`src/rtl/srtf_pkg.sv`:
```
// Shared types and constants for the shortest-remaining-time-first tick scheduler.
`default_nettype none

package srtf_pkg;

    localparam logic [23:0] COUNT_MAX = 24'hFF_FFFF;

    localparam logic CMD_LOAD = 1'b0;
    localparam logic CMD_TICK = 1'b1;

    typedef struct packed {
        logic        command;
        logic [3:0]  slot;
        logic [7:0]  process_tag;
        logic [15:0] arrival;
        logic [15:0] burst;
    } t_in_item;

    typedef struct packed {
        logic [23:0] current_time;
        logic        idle;
        logic [7:0]  running_tag;
        logic        completed;
        logic [23:0] completed_wait;
        logic        all_done;
    } t_out_item;

    // Best candidate so far as it travels along the chain of slot cells.
    typedef struct packed {
        logic        found;
        logic        work;
        logic [15:0] rem;
        logic [15:0] arr;
        logic [7:0]  tag;
        logic [23:0] wait_cnt;
    } t_cand;

    // Controls broadcast from the sequencer to every slot cell.
    typedef struct packed {
        logic        load;
        logic        update;
        logic        found;
        logic [7:0]  tag;
        logic [15:0] arrival;
        logic [15:0] burst;
        logic [23:0] now;
    } t_cell_ctl;

endpackage

`default_nettype wire

```
`src/rtl/srtf_ifs.sv`:
```
// Valid/ready channel interfaces for scheduler commands and tick reports.
`default_nettype none

interface srtf_in_if import srtf_pkg::*; ();
    logic     valid;
    logic     ready;
    t_in_item payload;

    modport source (output valid, output payload, input ready);
    modport sink (input valid, input payload, output ready);
endinterface

interface srtf_out_if import srtf_pkg::*; ();
    logic      valid;
    logic      ready;
    t_out_item payload;

    modport source (output valid, output payload, input ready);
    modport sink (input valid, input payload, output ready);
endinterface

`default_nettype wire

```
`src/rtl/srtf_tick_scheduler_core.sv`:
```
// Top level of the shortest-remaining-time-first tick scheduler.
//
//   Port   | Dir | Payload     | Transfer
//   -------+-----+-------------+---------------------------------------
//   i_in   | in  | t_in_item   | load or tick command, valid && ready
//   o_out  | out | t_out_item  | one report per tick, valid && ready
//
// A load is written into its slot while idle. After a tick's transfer the
// best candidate moves through the chain of slot cells one cell per cycle, then all
// cells update together and the report register is loaded in that same update.
// The next command is accepted only after the update, when the scheduler is idle again.
// Reset clears every slot, the tick counter and the report valid flag.
// A report waits in its register until taken; loads are still accepted then,
// and a following tick holds in its update cycle until the register is free.
`default_nettype none

module srtf_tick_scheduler_core import srtf_pkg::*; #(
    parameter int NUM_SLOTS = 16
) (
    input  wire logic i_clk,
    input  wire logic i_rst_n,
    srtf_in_if.sink   i_in,
    srtf_out_if.source o_out
);

    localparam int IDX_W = $clog2(NUM_SLOTS);

    typedef enum logic [1:0] {
        ST_IDLE,
        ST_SCAN,
        ST_UPDATE
    } t_state;

    t_state           r_state;
    logic [IDX_W-1:0] r_cnt;
    logic [23:0]      r_time;
    logic             r_out_valid;
    t_out_item        r_out;

    t_cell_ctl        ctl;
    t_cand            w_cand [NUM_SLOTS+1];
    logic [IDX_W-1:0] w_idx  [NUM_SLOTS+1];
    t_cand            fin;
    logic             in_xfer;
    logic             do_update;
    logic             fin_done;

    assign i_in.ready = (r_state == ST_IDLE);
    assign in_xfer    = i_in.valid && i_in.ready;
    assign do_update  = (r_state == ST_UPDATE) && (!r_out_valid || o_out.ready);

    assign ctl.load    = in_xfer && (i_in.payload.command == CMD_LOAD);
    assign ctl.update  = do_update;
    assign ctl.found   = fin.found;
    assign ctl.tag     = i_in.payload.process_tag;
    assign ctl.arrival = i_in.payload.arrival;
    assign ctl.burst   = i_in.payload.burst;
    assign ctl.now     = r_time;

    assign w_cand[0] = '0;
    assign w_idx[0]  = '0;

    for (genvar k = 0; k < NUM_SLOTS; k++) begin : g_cell
        srtf_cell #(
            .IDX_W(IDX_W)
        ) u_cell (
            .i_clk     (i_clk),
            .i_rst_n   (i_rst_n),
            .i_ctl     (ctl),
            .i_load_sel(32'(i_in.payload.slot) == 32'(k)),
            .i_index   (IDX_W'(k)),
            .i_win_idx (w_idx[NUM_SLOTS]),
            .i_cand    (w_cand[k]),
            .i_cand_idx(w_idx[k]),
            .o_cand    (w_cand[k+1]),
            .o_cand_idx(w_idx[k+1])
        );
    end

    assign fin      = w_cand[NUM_SLOTS];
    assign fin_done = fin.found && (fin.rem == 16'd1);

    always_ff @(posedge i_clk) begin
        if (!i_rst_n) begin
            r_state     <= ST_IDLE;
            r_cnt       <= '0;
            r_time      <= 24'd0;
            r_out_valid <= 1'b0;
        end else begin
            if (do_update) begin
                r_out_valid <= 1'b1;
            end else if (r_out_valid && o_out.ready) begin
                r_out_valid <= 1'b0;
            end
            unique case (r_state)
                ST_IDLE: begin
                    if (in_xfer && (i_in.payload.command == CMD_TICK)) begin
                        r_state <= ST_SCAN;
                        r_cnt   <= '0;
                    end
                end
                ST_SCAN: begin
                    if (r_cnt == IDX_W'(NUM_SLOTS - 1)) begin
                        r_state <= ST_UPDATE;
                    end else begin
                        r_cnt <= r_cnt + IDX_W'(1);
                    end
                end
                ST_UPDATE: begin
                    if (do_update) begin
                        r_state                  <= ST_IDLE;
                        r_out.current_time       <= r_time;
                        r_out.idle               <= !fin.found;
                        r_out.running_tag        <= fin.found ? fin.tag : 8'd0;
                        r_out.completed          <= fin_done;
                        r_out.completed_wait     <= fin_done ? fin.wait_cnt : 24'd0;
                        r_out.all_done           <= !fin.work && (!fin.found || fin_done);
                        if (r_time != COUNT_MAX) begin
                            r_time <= r_time + 24'd1;
                        end
                    end
                end
                default: begin
                    r_state <= ST_IDLE;
                end
            endcase
        end
    end

    assign o_out.valid   = r_out_valid;
    assign o_out.payload = r_out;

    a_report_after_update: assert property (@(posedge i_clk) disable iff (!i_rst_n)
        $rose(o_out.valid) |-> $past(r_state) == ST_UPDATE)
        else $error("report appeared without an update cycle");

    a_idle_report_clean: assert property (@(posedge i_clk) disable iff (!i_rst_n)
        (o_out.valid && o_out.payload.idle) |->
        (o_out.payload.running_tag == 8'd0 && !o_out.payload.completed))
        else $error("idle report carries a running process");

    a_wait_bounded: assert property (@(posedge i_clk) disable iff (!i_rst_n)
        o_out.valid |-> o_out.payload.completed_wait <= o_out.payload.current_time)
        else $error("waiting count exceeds elapsed ticks");

endmodule

`default_nettype wire

```
`src/rtl/srtf_cell.sv`:
```
// One process slot cell that holds its state and forwards the best candidate.
`default_nettype none

module srtf_cell import srtf_pkg::*; #(
    parameter int IDX_W = 4
) (
    input  wire logic             i_clk,
    input  wire logic             i_rst_n,
    input  wire t_cell_ctl        i_ctl,
    input  wire logic             i_load_sel,
    input  wire logic [IDX_W-1:0] i_index,
    input  wire logic [IDX_W-1:0] i_win_idx,
    input  wire t_cand            i_cand,
    input  wire logic [IDX_W-1:0] i_cand_idx,
    output t_cand                 o_cand,
    output logic [IDX_W-1:0]      o_cand_idx
);

    logic        r_valid;
    logic [7:0]  r_tag;
    logic [15:0] r_arr;
    logic [15:0] r_rem;
    logic [23:0] r_wait;
    t_cand       r_cand;
    logic [IDX_W-1:0] r_cand_idx;

    t_cand            n_cand;
    logic [IDX_W-1:0] n_cand_idx;
    logic             has_work;
    logic             ready;
    logic             better;

    assign has_work = r_valid && (r_rem != 16'd0);
    assign ready    = has_work && ({8'd0, r_arr} <= i_ctl.now);
    assign better   = ready && (!i_cand.found || (r_rem < i_cand.rem) ||
                      ((r_rem == i_cand.rem) && (r_arr < i_cand.arr)));

    always_comb begin
        if (better) begin
            n_cand.found    = 1'b1;
            n_cand.work     = i_cand.work | i_cand.found;
            n_cand.rem      = r_rem;
            n_cand.arr      = r_arr;
            n_cand.tag      = r_tag;
            n_cand.wait_cnt = r_wait;
            n_cand_idx      = i_index;
        end else begin
            n_cand      = i_cand;
            n_cand.work = i_cand.work | has_work;
            n_cand_idx  = i_cand_idx;
        end
    end

    always_ff @(posedge i_clk) begin
        r_cand     <= n_cand;
        r_cand_idx <= n_cand_idx;
    end

    always_ff @(posedge i_clk) begin
        if (!i_rst_n) begin
            r_valid <= 1'b0;
            r_rem   <= 16'd0;
            r_wait  <= 24'd0;
        end else if (i_ctl.load && i_load_sel) begin
            r_valid <= (i_ctl.burst != 16'd0);
            r_tag   <= i_ctl.tag;
            r_arr   <= i_ctl.arrival;
            r_rem   <= i_ctl.burst;
            r_wait  <= 24'd0;
        end else if (i_ctl.update) begin
            if (i_ctl.found && (i_win_idx == i_index)) begin
                r_rem <= r_rem - 16'd1;
            end else if (ready && (r_wait != COUNT_MAX)) begin
                r_wait <= r_wait + 24'd1;
            end
        end
    end

    assign o_cand     = r_cand;
    assign o_cand_idx = r_cand_idx;

endmodule

`default_nettype wire

```
`src/flat_wrapper.sv`:
```
// flat-port wrapper written by rule: the top's interface ports become plain ports
module srtf_tick_scheduler_core_flat import srtf_pkg::*;
#(
    parameter int NUM_SLOTS = 16
)
  (i_clk, i_rst_n, i_in_valid, i_in_payload, i_in_ready, o_out_valid, o_out_payload, o_out_ready);
  srtf_in_if i_in_i ();
  srtf_out_if o_out_i ();
  input  wire logic i_clk;
  input  wire logic i_rst_n;
  input wire logic [$bits(i_in_i.valid)-1:0] i_in_valid;
  input wire logic [$bits(i_in_i.payload)-1:0] i_in_payload;
  output wire logic [$bits(i_in_i.ready)-1:0] i_in_ready;
  output wire logic [$bits(o_out_i.valid)-1:0] o_out_valid;
  output wire logic [$bits(o_out_i.payload)-1:0] o_out_payload;
  input wire logic [$bits(o_out_i.ready)-1:0] o_out_ready;
  assign i_in_i.valid = i_in_valid;
  assign i_in_i.payload = i_in_payload;
  assign i_in_ready = i_in_i.ready;
  assign o_out_valid = o_out_i.valid;
  assign o_out_payload = o_out_i.payload;
  assign o_out_i.ready = o_out_ready;
  srtf_tick_scheduler_core #(.NUM_SLOTS(NUM_SLOTS)) u_core (.i_clk(i_clk), .i_rst_n(i_rst_n), .i_in(i_in_i), .o_out(o_out_i));
endmodule
```
`config.mk`:
```
export PLATFORM = sky130hd
export DESIGN_NAME = srtf_tick_scheduler_core_flat
export DESIGN_NICKNAME = d
export VERILOG_FILES = /design/src/rtl/srtf_pkg.sv /design/src/rtl/srtf_ifs.sv /design/src/rtl/srtf_tick_scheduler_core.sv /design/src/rtl/srtf_cell.sv /design/src/flat_wrapper.sv
export SDC_FILE = /design/constraint.sdc
export NUM_CORES = 2
export LEC_CHECK = 0
export ABC_AREA = 1
export ABC_CLOCK_PERIOD_IN_PS = 10850
export BUFFER_PORTS_ARGS = -buffer_cell sky130_fd_sc_hd__buf_2
export CAP_MARGIN = 30
export CORE_MARGIN = 3
export CORE_UTILIZATION = 41
export DETAILED_ROUTE_END_ITERATION = 16
export SYNTH_ARGS = -nofsm -noshare
export SYNTH_HDL_FRONTEND = slang
export SYNTH_SLANG_ARGS = --single-unit
export TNS_END_PERCENT = 10
```
`constraint.sdc`:
```
create_clock -name i_clk -period 10.85 [get_ports i_clk]
set_clock_uncertainty 0.05 [all_clocks]
set_input_delay 2.7125 -clock i_clk [delete_from_list [all_inputs] [get_ports i_clk]]
set_output_delay 2.7125 -clock i_clk [all_outputs]
set_load 0.05 [all_outputs]
```
==> out/metrics.yaml <==
post_cts_buffers: 0
grt_pass1_vias: 86190
irDropWorstVdd_v: 0.000136
critical_path_class: "in -> reg"
tightest_slew_ns: 1.08
drt_wl_total_um: 328000
path_cells: "buf_2 > nand2_1 > nor2_2 > inv_1 > nor2_1 > nand2_1 > inv_1 > nor2_1 > inv_1 > o22ai_1"
cts-root-buf: "clkbuf_16"
required_ns: 11.56
synthArstFlopShare_pct: 0
ys.flop_type: "dfxtp_1"
synth-edff-count: 443
crit_fanout: 20
ctsHoldBuffers: 0
cts_resized: 0
yosysSeqAreaShare_pct: 45.0
grt_overflow: 0
viasPerCell: 5.14
post-route-min-period_ns: 5.19
fin_area_um2: 121000
synthToLayoutAreaGrowth_pct: 11.1
cts_buffer_depth: 4
core_um2: 263000
critical_path_buf_inv_count: 4
synthDistinctLibCells: 47
grt_max_degree: 107
io_pins: 110
cts_tree: "done"
p_leak_nw: 51.7
drv_cap: 0
die_area_um2: 271000
synth_cells: 14387
htree_levels: 4
fin_crit_sh_pct: 47.8
drcViolationCount: 0
setup_viol: 0
tns_ns: 0
slew_violations: 0
syn_avg_cell_area_um2: 7.55
end_kind: "register"
slew_headroom_pct: 27.4
num_vias: 92683
startpoint_type: "input port"
status: "finished clean"
fp-row-count: 188
worstSkewPairLatency_ns: 0.91
hpwl_um: 237000
hold_class: "reg -> reg"
hold_violations: 0
setup_slack_ns: 5.66
yosysWarningCount: 0
ant_nets: 0
ys_ff_latch: 2219
mostFrequentLayoutCells: "nand2_1 (4,117), dfxtp_1 (1,776), inv_1 (1,691), nand3_1 (1,397), nor2_1 (1,214)"
synth_fp_nets: 15191
critPathMaxStageDelay_ns: 0.56
power_density_nw_per_um2: 142
clock.fmax_mhz: 193
die_w_um: 521
cp_common_cell: "inv_1"
initial_core_util_pct: 41.3
drt_first_iter_violations: 7753
grt_pass1_wl_um: 505000
pre_cts_slack_ns: 4.62
crit_family: "simple AND/OR/NAND/NOR gates"
grt_usage_pct: 23.5
grt_antenna_before_repair: 24
dr.pass1.iters: 6
numCtsBuffers: 237
wl_per_cell_um: 18.2
cp.arrival_ns: 5.90
die_y_um: 521
clock-sinks: 2219
nets: 15113
rsz0062_at_grt: "no"
hold_ws_ns: 0.359
final_common_cell: "nand2_1"
place.gp.congestion: 0.884
path_clk_slew_ns: 0.06
drive_above_1_share_pct: 5.16
place_area_um2: 113000
netlist_area_um2: 109000
critPathSlowestCell: "nor2_1"
io_buffers: 109
cells by family (layout without fill, tap and decap cells):
| logic type | Yosys count | after routing | synth area share [%] |
|---|---|---|---|
| simple gates | 7557 | 7557 | 29.3 |
| buf+inv | 2278 | 2401 | 8.13 |
| flops | 2219 | 2219 | 45.0 |
| compound gates | 1317 | 1317 | 6.73 |
| fa+ha+maj | 755 | 755 | 8.70 |
| xor+xnor | 261 | 261 | 2.11 |
| other cells | 0 | 11 | 0 |
per-stage QoR:
step | total power, mW | utilization [%] | std cells
global placement | 9.02 | 42.7 | 17577
detailed placement | 9.02 | 42.8 | 17583
finish | 17.2 | 45.9 | 18036
global route | 17.7 | 45.9 | 18030
CTS | 17.3 | 45.8 | 18023
floorplan | 8.82 | - | 14387
worst paths after layout:
kind                                 startpoint                                  to  slack [ns]  cells after the start
max                                  i_in_valid    u_core.g_cell[15].u_cell.r_valid        5.66                     10
max reg2reg  u_core.g_cell[1].u_cell.o_cand[62]  u_core.g_cell[2].u_cell.o_cand[17]        6.32                     12
min          u_core.g_cell[8].u_cell.o_cand[21]  u_core.g_cell[9].u_cell.o_cand[21]        0.36                      2
min reg2reg  u_core.g_cell[8].u_cell.o_cand[21]  u_core.g_cell[9].u_cell.o_cand[21]        0.36                      2
synthesized netlist by cell type (all sizes together) (6+ instances only):
cell type / count / area share, %
a211oi: 14 / 0.097
a21boi: 14 / 0.097
a21o: 35 / 0.24
a21oi: 643 / 3.0
a31oi: 117 / 0.67
and3: 18 / 0.10
buf: 246 / 1.1
clkbuf: 309 / 1.1
clkinv: 25 / 0.086
dfxtp: 1776 / 33
edfxtp: 443 / 12
ha: 755 / 8.7
inv: 1698 / 5.9
nand2: 4151 / 14
nand3: 1397 / 6.4
nand3b: 17 / 0.12
nand4: 432 / 2.5
nor2: 1247 / 4.3
nor3: 211 / 0.97
nor3b: 7 / 0.048
nor4: 39 / 0.22
o211ai: 19 / 0.13
o21ai: 345 / 1.6
o221ai: 43 / 0.35
o22ai: 56 / 0.32
o311ai: 6 / 0.048
o31ai: 7 / 0.048
or2: 36 / 0.21
xnor2: 62 / 0.50
xor2: 199 / 1.6
cell type report:
| cell class | instances | area, um^2 |
|---|---|---|
| Sequential cell | 2219 | 48900 |
| Tap cell | 3515 | 4400 |
| Clock inverter | 107 | 1130 |
| Timing Repair Buffer | 238 | 1610 |
| Inverter | 1723 | 6470 |
| Antenna cell | 11 | 27.5 |
| Multi-Input combinational cell | 9890 | 51200 |
| Clock buffer | 333 | 6910 |
| Fill cell | 26458 | 142000 |
sequential cells by signal (all words and copies together) (netlist names), 4 cells and up:
register and count:
u_core.g_cell.u_cell.r_valid 16, u_core.g_cell.u_cell.r_arr 256, u_core.g_cell.u_cell.r_rem 256, u_core.o_out.payload 59, u_core.g_cell.u_cell.r_tag 128, u_core.r_cnt 4, u_core.r_time 24, u_core.g_cell.u_cell.r_wait 384
u_core.g_cell.u_cell.o_cand_idx 49, u_core.g_cell.u_cell.o_cand 1040
per-layer routing:
layer | track usage (%) | share of wire, % | vias to the layer above
li1 | - | - | 46731
met1 | 32.2 | 45 | 42737
met2 | 37.5 | 44 | 2639
met3 | 2.89 | 5.8 | 574
met4 | 9.26 | 4.3 | 2
met5 | 0 | 0.0024 | -
where the power goes:
part	leakage (nW)	switching (mW)	internal, mW
clock network	3.94	3.40	4.92
logic	29.6	0.314	0.0911
registers	18.2	0.0187	8.42
worst register-to-register path, cell delays in order, from the launching register on:
cell and delay, ns:
dfxtp_1 0.40, inv_1 0.06, ha_1 0.29, nand4_1 0.13, nor3_1 0.45, and3_1 0.49
nand3_1 0.34, nand2_2 0.15, buf_4 0.65, nand2_2 0.64, buf_4 0.48, nand2_1 0.16
nand2_1 0.11
Power figures use the tool's default switching activity.
